<file path="src/sv/tzc_pkg.sv">
// Shared types and constants for the touch zone classifier.
// Depends on nothing; every other file imports it.
package tzc_pkg;

  localparam int ZONES_DEFAULT = 16;

  localparam logic [1:0] OP_LOAD  = 2'd0;
  localparam logic [1:0] OP_POINT = 2'd1;
  localparam logic [1:0] OP_EMPTY = 2'd2;

  localparam logic [7:0] CODE_MODE = 8'hFE;
  localparam logic [7:0] CODE_SHOT = 8'hFD;

  localparam logic REG_ENABLE     = 1'b0;
  localparam logic REG_ZONE_COUNT = 1'b1;

  typedef enum logic [1:0] {
    ST_IDLE,
    ST_SCAN,
    ST_FINISH,
    ST_CODE
  } state_t;

  typedef struct packed {
    logic signed [15:0] left;
    logic signed [15:0] top;
    logic [14:0]        wid;
    logic [14:0]        hgt;
    logic [7:0]         code;
  } zone_entry_t;

  typedef struct packed {
    logic enable;
    logic drop;
  } cfg_ctl_t;

endpackage

</file>
<file path="src/sv/tzc_zone_store.sv">
// Zone table: one write port and one registered read port.
// Depends on tzc_pkg for the entry layout.
module tzc_zone_store #(
  parameter int ZONES = tzc_pkg::ZONES_DEFAULT,
  parameter int IDX_W = (ZONES > 1) ? $clog2(ZONES) : 1
) (
  input  logic                 clk,
  input  logic                 wr_en,
  input  logic [IDX_W-1:0]     wr_addr,
  input  tzc_pkg::zone_entry_t wr_entry,
  input  logic                 rd_en,
  input  logic [IDX_W-1:0]     rd_addr,
  output tzc_pkg::zone_entry_t rd_entry
);
  import tzc_pkg::*;

  zone_entry_t mem [ZONES];

  always_ff @(posedge clk) begin
    if (wr_en) begin
      mem[wr_addr] <= wr_entry;
    end
  end

  always_ff @(posedge clk) begin
    if (rd_en) begin
      rd_entry <= mem[rd_addr];
    end
  end

endmodule

</file>
<file path="src/sv/tzc_contain.sv">
// Containment test of one point against one zone rectangle.
// Depends on tzc_pkg for the entry layout.
module tzc_contain (
  input  logic signed [15:0]   x,
  input  logic signed [15:0]   y,
  input  tzc_pkg::zone_entry_t entry,
  output logic                 hit
);
  import tzc_pkg::*;

  logic signed [16:0] x_ext;
  logic signed [16:0] y_ext;
  logic signed [16:0] left_ext;
  logic signed [16:0] top_ext;
  logic signed [16:0] right_ext;
  logic signed [16:0] bottom_ext;

  assign x_ext      = {x[15], x};
  assign y_ext      = {y[15], y};
  assign left_ext   = {entry.left[15], entry.left};
  assign top_ext    = {entry.top[15], entry.top};
  assign right_ext  = left_ext + $signed({2'b00, entry.wid});
  assign bottom_ext = top_ext + $signed({2'b00, entry.hgt});

  assign hit = (x_ext >= left_ext) && (x_ext < right_ext) &&
               (y_ext >= top_ext) && (y_ext < bottom_ext);

endmodule

</file>
<file path="src/sv/tzc_ctrl.sv">
// Sequencer: scans the zone table one entry a cycle, keeps held and edge
// state, and builds the frame result. Depends on tzc_pkg and tzc_contain.
module tzc_ctrl #(
  parameter int ZONES = tzc_pkg::ZONES_DEFAULT,
  parameter int IDX_W = (ZONES > 1) ? $clog2(ZONES) : 1,
  parameter int CNT_W = $clog2(ZONES + 1)
) (
  input  logic                 clk,
  input  logic                 rst,
  input  logic                 start,
  output logic                 busy,
  input  logic [1:0]           opcode,
  input  logic [3:0]           zone_index,
  input  logic signed [15:0]   pos_x,
  input  logic signed [15:0]   pos_y,
  input  logic [14:0]          zone_width,
  input  logic [14:0]          zone_height,
  input  logic [7:0]           zone_code,
  input  logic                 last_point,
  input  tzc_pkg::cfg_ctl_t    cfg,
  input  logic [CNT_W-1:0]     n_act,
  output logic                 wr_en,
  output logic [IDX_W-1:0]     wr_addr,
  output tzc_pkg::zone_entry_t wr_entry,
  output logic                 rd_en,
  output logic [IDX_W-1:0]     rd_addr,
  input  tzc_pkg::zone_entry_t rd_entry,
  output logic                 done,
  output logic                 consumed,
  output logic [ZONES-1:0]     held,
  output logic [7:0]           first_code,
  output logic                 mode_ev,
  output logic                 shot_ev
);
  import tzc_pkg::*;

  state_t state;
  state_t state_next;

  logic signed [15:0] x_q;
  logic signed [15:0] y_q;
  logic               last_q;
  logic [CNT_W-1:0]   n_q;
  logic [CNT_W-1:0]   cnt;
  logic               pend;
  logic [IDX_W-1:0]   pend_idx;
  logic [ZONES-1:0]   frame_acc;
  logic [ZONES-1:0]   held_set;
  logic               fm_seen;
  logic               fs_seen;
  logic               mode_down;
  logic               shot_down;
  logic [IDX_W-1:0]   first_idx;
  logic               first_any;

  logic accept;
  logic active;
  logic issue;
  logic contain_hit;
  logic hit;
  logic scan_end;
  logic code_ok;
  logic drop;
  logic quick_result;

  tzc_contain u_contain (
    .x     (x_q),
    .y     (y_q),
    .entry (rd_entry),
    .hit   (contain_hit)
  );

  assign accept   = start && (state == ST_IDLE);
  assign active   = cfg.enable && (n_act != '0);
  assign issue    = (state == ST_SCAN) && (cnt < n_q);
  assign hit      = (state == ST_SCAN) && pend && contain_hit;
  assign scan_end = hit || (!issue && !pend);
  assign code_ok  = first_any && (CNT_W'(first_idx) < n_q);

  assign drop = cfg.drop ||
                (accept && ((opcode == OP_LOAD) || (opcode == OP_EMPTY) ||
                            ((opcode == OP_POINT) && !active)));
  assign quick_result = accept &&
                        ((opcode == OP_EMPTY) ||
                         ((opcode == OP_POINT) && !active && last_point));

  // next state
  always_comb begin
    state_next = state;
    unique case (state)
      ST_IDLE: begin
        if (accept && (opcode == OP_POINT) && active) begin
          state_next = ST_SCAN;
        end
      end
      ST_SCAN: begin
        if (scan_end) begin
          state_next = ST_FINISH;
        end
      end
      ST_FINISH: begin
        if (last_q && code_ok) begin
          state_next = ST_CODE;
        end else begin
          state_next = ST_IDLE;
        end
      end
      ST_CODE: begin
        state_next = ST_IDLE;
      end
      default: begin
        state_next = ST_IDLE;
      end
    endcase
  end

  // memory and handshake controls
  always_comb begin
    busy    = 1'b1;
    rd_en   = 1'b0;
    rd_addr = cnt[IDX_W-1:0];
    unique case (state)
      ST_IDLE: begin
        busy = 1'b0;
      end
      ST_SCAN: begin
        rd_en = issue;
      end
      ST_FINISH: begin
        rd_en   = last_q && code_ok;
        rd_addr = first_idx;
      end
      ST_CODE: begin
        rd_en = 1'b0;
      end
      default: begin
        busy = 1'b1;
      end
    endcase
  end

  assign wr_en         = accept && (opcode == OP_LOAD) && (32'(zone_index) < ZONES);
  assign wr_addr       = IDX_W'(zone_index);
  assign wr_entry.left = pos_x;
  assign wr_entry.top  = pos_y;
  assign wr_entry.wid  = zone_width;
  assign wr_entry.hgt  = zone_height;
  assign wr_entry.code = zone_code;

  always_ff @(posedge clk) begin
    if (rst) begin
      state <= ST_IDLE;
    end else begin
      state <= state_next;
    end
  end

  // hold the point under test
  always_ff @(posedge clk) begin
    if (accept) begin
      x_q    <= pos_x;
      y_q    <= pos_y;
      last_q <= last_point;
      n_q    <= n_act;
    end
  end

  // advance the scan
  always_ff @(posedge clk) begin
    if (rst) begin
      cnt      <= '0;
      pend     <= 1'b0;
      pend_idx <= '0;
    end else if (accept) begin
      cnt  <= '0;
      pend <= 1'b0;
    end else if (state == ST_SCAN) begin
      pend     <= issue && !hit;
      pend_idx <= cnt[IDX_W-1:0];
      if (issue) begin
        cnt <= cnt + 1'b1;
      end
    end
  end

  // held set, frame accumulators and edge flags
  always_ff @(posedge clk) begin
    if (rst || drop) begin
      frame_acc <= '0;
      held_set  <= '0;
      fm_seen   <= 1'b0;
      fs_seen   <= 1'b0;
      mode_down <= 1'b0;
      shot_down <= 1'b0;
      first_idx <= '0;
      first_any <= 1'b0;
    end else if (hit) begin
      if (rd_entry.code == CODE_MODE) begin
        fm_seen <= 1'b1;
      end else if (rd_entry.code == CODE_SHOT) begin
        fs_seen <= 1'b1;
      end else begin
        frame_acc <= frame_acc | (ZONES'(1) << pend_idx);
        if (!first_any || (pend_idx < first_idx)) begin
          first_idx <= pend_idx;
          first_any <= 1'b1;
        end
      end
    end else if ((state == ST_FINISH) && last_q) begin
      held_set  <= frame_acc;
      mode_down <= fm_seen;
      shot_down <= fs_seen;
      frame_acc <= '0;
      fm_seen   <= 1'b0;
      fs_seen   <= 1'b0;
      first_idx <= '0;
      first_any <= 1'b0;
    end
  end

  always_ff @(posedge clk) begin
    if (rst) begin
      done <= 1'b0;
    end else begin
      done <= quick_result ||
              ((state == ST_FINISH) && last_q && !code_ok) ||
              (state == ST_CODE);
    end
  end

  always_ff @(posedge clk) begin
    if (quick_result) begin
      consumed   <= active;
      held       <= '0;
      first_code <= '0;
      mode_ev    <= 1'b0;
      shot_ev    <= 1'b0;
    end else if ((state == ST_FINISH) && last_q) begin
      consumed   <= 1'b1;
      held       <= frame_acc;
      first_code <= '0;
      mode_ev    <= fm_seen && !mode_down;
      shot_ev    <= fs_seen && !shot_down;
    end else if (state == ST_CODE) begin
      first_code <= rd_entry.code;
    end
  end

endmodule

</file>
<file path="src/sv/touch_zone_classifier.sv">
// Top level of the touch zone classifier: configuration registers, zone
// table and sequencer. Depends on tzc_pkg, tzc_zone_store and tzc_ctrl.
//
//  channel   ports                                           handshake
//  request   opcode zone_index pos_x pos_y zone_width        start & !busy
//            zone_height zone_code last_point
//  result    consumed held_mask first_held_code              done, one cycle
//            mode_event shot_event
//  config    wr_index wr_data                                wr_en
//
// A touch point with the block active holds busy: one entry is read per cycle, up
// to zone_count (capped at ZONES), and tested in the following cycle by the
// single containment unit; the scan stops at the first hit. A finish step closes
// the frame on the last point; one more step fetches the first held code if any.
// On the last point done follows in the first cycle with busy low. Other requests
// never raise busy. Reset is synchronous; the table holds nothing defined until
// loaded. done is a one-cycle strobe; the receiver cannot stall.
module touch_zone_classifier #(
  parameter int ZONES = tzc_pkg::ZONES_DEFAULT
) (
  input  logic               clk,
  input  logic               rst,
  input  logic               start,
  output logic               busy,
  input  logic [1:0]         opcode,
  input  logic [3:0]         zone_index,
  input  logic signed [15:0] pos_x,
  input  logic signed [15:0] pos_y,
  input  logic [14:0]        zone_width,
  input  logic [14:0]        zone_height,
  input  logic [7:0]         zone_code,
  input  logic               last_point,
  input  logic               wr_en,
  input  logic               wr_index,
  input  logic [4:0]         wr_data,
  output logic               done,
  output logic               consumed,
  output logic [15:0]        held_mask,
  output logic [7:0]         first_held_code,
  output logic               mode_event,
  output logic               shot_event
);
  import tzc_pkg::*;

  localparam int IDX_W = (ZONES > 1) ? $clog2(ZONES) : 1;
  localparam int CNT_W = $clog2(ZONES + 1);

  logic              enable;
  logic [4:0]        zone_count;
  logic [CNT_W-1:0]  n_act;
  cfg_ctl_t          cfg;

  logic              mem_wr_en;
  logic [IDX_W-1:0]  mem_wr_addr;
  zone_entry_t       mem_wr_entry;
  logic              mem_rd_en;
  logic [IDX_W-1:0]  mem_rd_addr;
  zone_entry_t       mem_rd_entry;

  logic [ZONES-1:0]  held;
  logic [ZONES+15:0] held_wide;

  always_ff @(posedge clk) begin
    if (rst) begin
      enable     <= 1'b0;
      zone_count <= '0;
    end else if (wr_en) begin
      unique case (wr_index)
        REG_ENABLE:     enable     <= wr_data[0];
        REG_ZONE_COUNT: zone_count <= wr_data;
        default:        enable     <= enable;
      endcase
    end
  end

  assign n_act      = (32'(zone_count) > ZONES) ? CNT_W'(ZONES) : CNT_W'(zone_count);
  assign cfg.enable = enable;
  assign cfg.drop   = wr_en && (wr_index == REG_ENABLE) && !wr_data[0];

  tzc_zone_store #(
    .ZONES (ZONES),
    .IDX_W (IDX_W)
  ) u_store (
    .clk      (clk),
    .wr_en    (mem_wr_en),
    .wr_addr  (mem_wr_addr),
    .wr_entry (mem_wr_entry),
    .rd_en    (mem_rd_en),
    .rd_addr  (mem_rd_addr),
    .rd_entry (mem_rd_entry)
  );

  tzc_ctrl #(
    .ZONES (ZONES),
    .IDX_W (IDX_W),
    .CNT_W (CNT_W)
  ) u_ctrl (
    .clk         (clk),
    .rst         (rst),
    .start       (start),
    .busy        (busy),
    .opcode      (opcode),
    .zone_index  (zone_index),
    .pos_x       (pos_x),
    .pos_y       (pos_y),
    .zone_width  (zone_width),
    .zone_height (zone_height),
    .zone_code   (zone_code),
    .last_point  (last_point),
    .cfg         (cfg),
    .n_act       (n_act),
    .wr_en       (mem_wr_en),
    .wr_addr     (mem_wr_addr),
    .wr_entry    (mem_wr_entry),
    .rd_en       (mem_rd_en),
    .rd_addr     (mem_rd_addr),
    .rd_entry    (mem_rd_entry),
    .done        (done),
    .consumed    (consumed),
    .held        (held),
    .first_code  (first_held_code),
    .mode_ev     (mode_event),
    .shot_ev     (shot_event)
  );

  assign held_wide = {16'b0, held};
  assign held_mask = held_wide[15:0];

endmodule
</file>
<file path="config.mk">
export PLATFORM = sky130hd
export DESIGN_NAME = touch_zone_classifier
export DESIGN_NICKNAME = d
export VERILOG_FILES = /design/src/sv/tzc_pkg.sv /design/src/sv/tzc_zone_store.sv /design/src/sv/tzc_contain.sv /design/src/sv/tzc_ctrl.sv /design/src/sv/touch_zone_classifier.sv
export SDC_FILE = /design/constraint.sdc
export NUM_CORES = 2
export LEC_CHECK = 0
export BUFFER_PORTS_ARGS = -buffer_cell sky130_fd_sc_hd__buf_2
export CORE_UTILIZATION = 30
export DETAILED_ROUTE_END_ITERATION = 8
export MAX_ROUTING_LAYER = met4
export PLACE_DENSITY_LB_ADDON = 0.1
export SYNTH_ARGS = -nofsm -noshare
export SYNTH_HDL_FRONTEND = slang
export SYNTH_SLANG_ARGS = --single-unit
</file>
<file path="constraint.sdc">
create_clock -name clk -period 16.8 [get_ports clk]
set_input_delay 0.84 -clock clk [delete_from_list [all_inputs] [get_ports clk]]
set_output_delay 0.84 -clock clk [all_outputs]
set_load 0.01 [all_outputs]
</file>
==> flow_summary_export.csv <==
group,metric,value,unit
cells_and_area,syn_to_final_growth,15.89,%
worst_setup_path,path_cells,"ha_1 -> inv_1 -> fa_1 -> nor2b_1 -> o21ai_0 -> a21oi_1 -> o41ai_1 -> o211ai_1 -> a31oi_1 -> o21bai_1 -> a211o_1 -> ha_1 -> inv_1 -> a31oi_1 -> a22o_1 -> a31oi_1 -> a311oi_4 -> a31oi_2 -> nor2_2 -> a32o_1",
logic_synthesis,yosysWarnings,0,
cts,hold_buffers,0,
drt,routed_wl,141400,um
logic_synthesis,synth_cell_types,71,
worst_setup_path,worst_r2r_path_depth,20,
worst_setup_path,arrival,6.15,ns
drt,routed_via_density,4.870,
sta,period_minus_slack,5.501,ns
drt,drtIter0Drc,1932,
worst_setup_path,start_kind,"flip-flop",
sta,max_slew_margin,22.61,%
sta,rsz0062_at_grt,"false",
pwr,ir_drop,0.09008,mV
cts,cts_setup_buffers,0,
cts,tritoncts,"done",
cts,cts_buffers,147,
drt,wire_per_inst,26.38,um
drt,drtAntennaViolNets,0,
drt,drc,0,
drt,vias,26120,
floorplanning,initial_utilization,30.21,%
placed_design,place_area,55440,um^2
logic_synthesis,synth.avg_cell_area,18.96,um^2
floorplanning,row_count,152,
outcome,outcome,"finished, final reports clean",
worst_hold_path,hp-start,"last_point",
worst_setup_path,end_kind,"flip-flop",
cells_and_area,final_core_util,35.01,%
cells_and_area,fin_area,60050,um^2
global_route,grt_pass1_vias,28250,
worst_setup_path,critPathMaxStageDelay,0.91,ns
cts,cts.sinks,1299,
worst_setup_path,slowest_stage,"a31oi_2",
logic_synthesis,ys_ff_latch,1299,
logic_synthesis,syn_inst,2733,
floorplanning,die_width,417.6,um
sta,worst_slack,11.30,ns
sta,slew_violations,0,
cells_and_area,multi_input_area,12950,um^2
worst_setup_path,path_max_fanout,18,
cells_and_area,layout-drive-gt1-share,22.91,%
sta,holdWs,0.2801,ns
logic_synthesis,synth_edf_count,1229,
worst_setup_path,reg2reg_slack,11.30,ns
worst_setup_path,crit_family,"compound AO/OA/AOI/OAI gates",
sta,setup_violations,0,
cts,worstSkewPairLatency,0.77,ns
worst_setup_path,timing.rr.end,"u_ctrl.fm_seen$_SDFFE_PP0P_",
cts,htree_levels,4,
global_route,gr-total-overflow,0,
logic_synthesis,synth_area,51820,um^2
worst_setup_path,crit_type,"reg2reg",
worst_setup_path,cp.required,17.45,ns
worst_hold_path,hold_path.class,"in2reg",
cts,path_clk_slew,0.06,ns
logic_synthesis,ys.flop_type,"edfxtp_1",
global_route,antenna_found_initial,20,
cells_and_area,layout_common_cells,"edfxtp_1, mux4_2, nand2_1",
cts,cts_resized,0,
floorplanning,die_h,417.6,um
cells_and_area,fill_cells,16190,
pwr,p_leak,19.79,nW
worst_hold_path,hold_path_end,"u_ctrl.last_q$_DFFE_PP_",
sta,clock_skew,0.02651,ns
worst_hold_path,hold-path-cell-count,1,
sta,hold_violations,0,
placed_design,gp_congestion,0.7726,
flow_run,drv_cap,0,
cts,root_buffer,"clkbuf_16",
cts,cts_max_path_buffers,3,
cells_and_area,nets,3130,
floorplanning,die_area,174400,um^2
placed_design,portBuffers,115,
global_route,grt_pass1_wl,203400,um
worst_setup_path,r2r-start,"u_store.rd_entry[54]$_DFFE_PP_",
placed_design,hpwlAfterDp,75160,um
pwr,powerDensity,115.7,nW/um^2
worst_setup_path,cp_common_cell,"a31oi_1",
global_route,grt_max_degree,96,
placed_design,place_ws,11.29,ns
cells_and_area,seqCellArea,38310,um^2
worst_setup_path,path_buf_inv,2,
sta,clock.fmax,0.1818,GHz
sta,setup_tns,0,ns
cells_and_area,final_common_cell,"edfxtp_1",
drt,first_pass_iters,5,
logic_synthesis,synth_fp_nets,2933,
logic_synthesis,ys_async_sr_fraction,0,%
sta,worst_slew_pin_slew,1.151,ns
global_route,grt_usage,16.83,%
logic_synthesis,yosysSeqAreaShare,73.92,%
floorplanning,ioPinCount,116,
sta,period_share,32.75,%
floorplanning,coreArea,171500,um^2
## worst register-to-register path, delay by kind of cell (launching register included)
kind / cells / cell delay (ns)
AO/OA/AOI/OAI: 13 / 3.81
adder cells (fa/ha/maj): 3 / 0.74
flip-flops: 1 / 0.40
AND/OR/NAND/NOR: 2 / 0.28
buffers and inverters: 2 / 0.17
## routing by layer
layer	track usage, %	vias up	share of wire [%]
met5	-	-	0
met4	4.153	0	1.8
met3	2.751	188	3.4
met2	27.88	433	50
met1	21.52	14020	45
li1	-	11470	-
## flip-flops by register name, indices dropped and copies added (netlist names), 2 cells and up
signal,cells
u_ctrl.n_q,5
u_ctrl.frame_acc,16
u_store.mem,1120
u_ctrl.first_idx,4
zone_count,5
u_ctrl.held,16
u_ctrl.y_q,16
u_store.rd_entry,70
u_ctrl.cnt,5
u_ctrl.x_q,16
u_ctrl.state,2
u_ctrl.first_code,8
u_ctrl.pend_idx,4
## cell type report
type / instances / area share [%]
timing repair buffer: 171 / 1.763
antenna: 10 / 0.04167
inverter: 62 / 0.3875
tap: 2310 / 4.813
clock inverter: 75 / 1.013
multi-input combinational: 1249 / 21.56
sequential: 1299 / 63.79
clock buffer: 186 / 6.634
## cell families after synthesis
logic type / after synthesis / synth area share [%]
AO/OA/AOI/OAI: 316 / 4.158
adder cells (fa/ha/maj): 113 / 2.757
XOR/XNOR: 29 / 0.4901
buffers and inverters: 185 / 1.444
multiplexers: 306 / 12.70
flip-flops: 1299 / 73.92
AND/OR/NAND/NOR: 485 / 4.534
## worst max-delay path by stage
stage                                        start                       endpoint  slack, ns  depth (start not counted)
global placement      u_ctrl.state[0]$_SDFFE_PP0P_  u_store.rd_entry[8]$_DFFE_PP_      11.34                         10
global route        u_store.rd_entry[54]$_DFFE_PP_    u_ctrl.fm_seen$_SDFFE_PP0P_      10.89                         20
detailed placement  u_store.rd_entry[38]$_DFFE_PP_    u_ctrl.fm_seen$_SDFFE_PP0P_      11.29                         17
floorplan                                    start    u_store.mem[0][0]$_DFFE_PP_      10.12                          4
CTS                 u_store.rd_entry[38]$_DFFE_PP_    u_ctrl.fm_seen$_SDFFE_PP0P_      11.25                         17
finish              u_store.rd_entry[54]$_DFFE_PP_    u_ctrl.fm_seen$_SDFFE_PP0P_      11.30                         20
## metrics by stage
stage,std cells,total power [mW]
floorplan,2733,3.822
global placement,5091,3.933
detailed placement,5091,3.940
CTS,5352,7.049
global route,5360,7.186
finish,5362,6.946
## where the power goes
group / switching [mW] / total (mW) / internal [mW]
logic: 0.167 / 0.276 / 0.109
clock network: 1.27 / 3.08 / 1.81
registers: 0.0151 / 3.59 / 3.57
## synth_stat cells (5+ instances only)
master | number | area, um^2
or4_1 | 8 | 60.06
nand4_1 | 8 | 50.05
mux2i_1 | 19 | 190.2
o31ai_1 | 5 | 37.54
nand3_1 | 26 | 130.1
xnor2_1 | 13 | 113.9
a211oi_1 | 79 | 593.1
buf_2 | 34 | 170.2
nor4_1 | 7 | 43.79
xor2_1 | 16 | 140.1
buf_1 | 8 | 30.03
a21o_1 | 15 | 112.6
a211o_1 | 7 | 61.31
a21oi_1 | 61 | 305.3
clkbuf_1 | 79 | 296.5
dfxtp_1 | 70 | 1401
o21a_1 | 18 | 135.1
edfxtp_1 | 1229 | 36910
nor2_1 | 60 | 225.2
and2_1 | 71 | 444.2
nor3_1 | 23 | 115.1
nand2b_1 | 19 | 118.9
ha_1 | 111 | 1389
a31oi_1 | 77 | 481.7
o21ai_0 | 17 | 85.08
mux4_2 | 280 | 6306
nand2_1 | 216 | 810.8
o211ai_1 | 8 | 60.06
nor2b_1 | 19 | 118.9
inv_1 | 62 | 232.7
and2_0 | 5 | 31.28
Power figures use the tool's default switching activity.
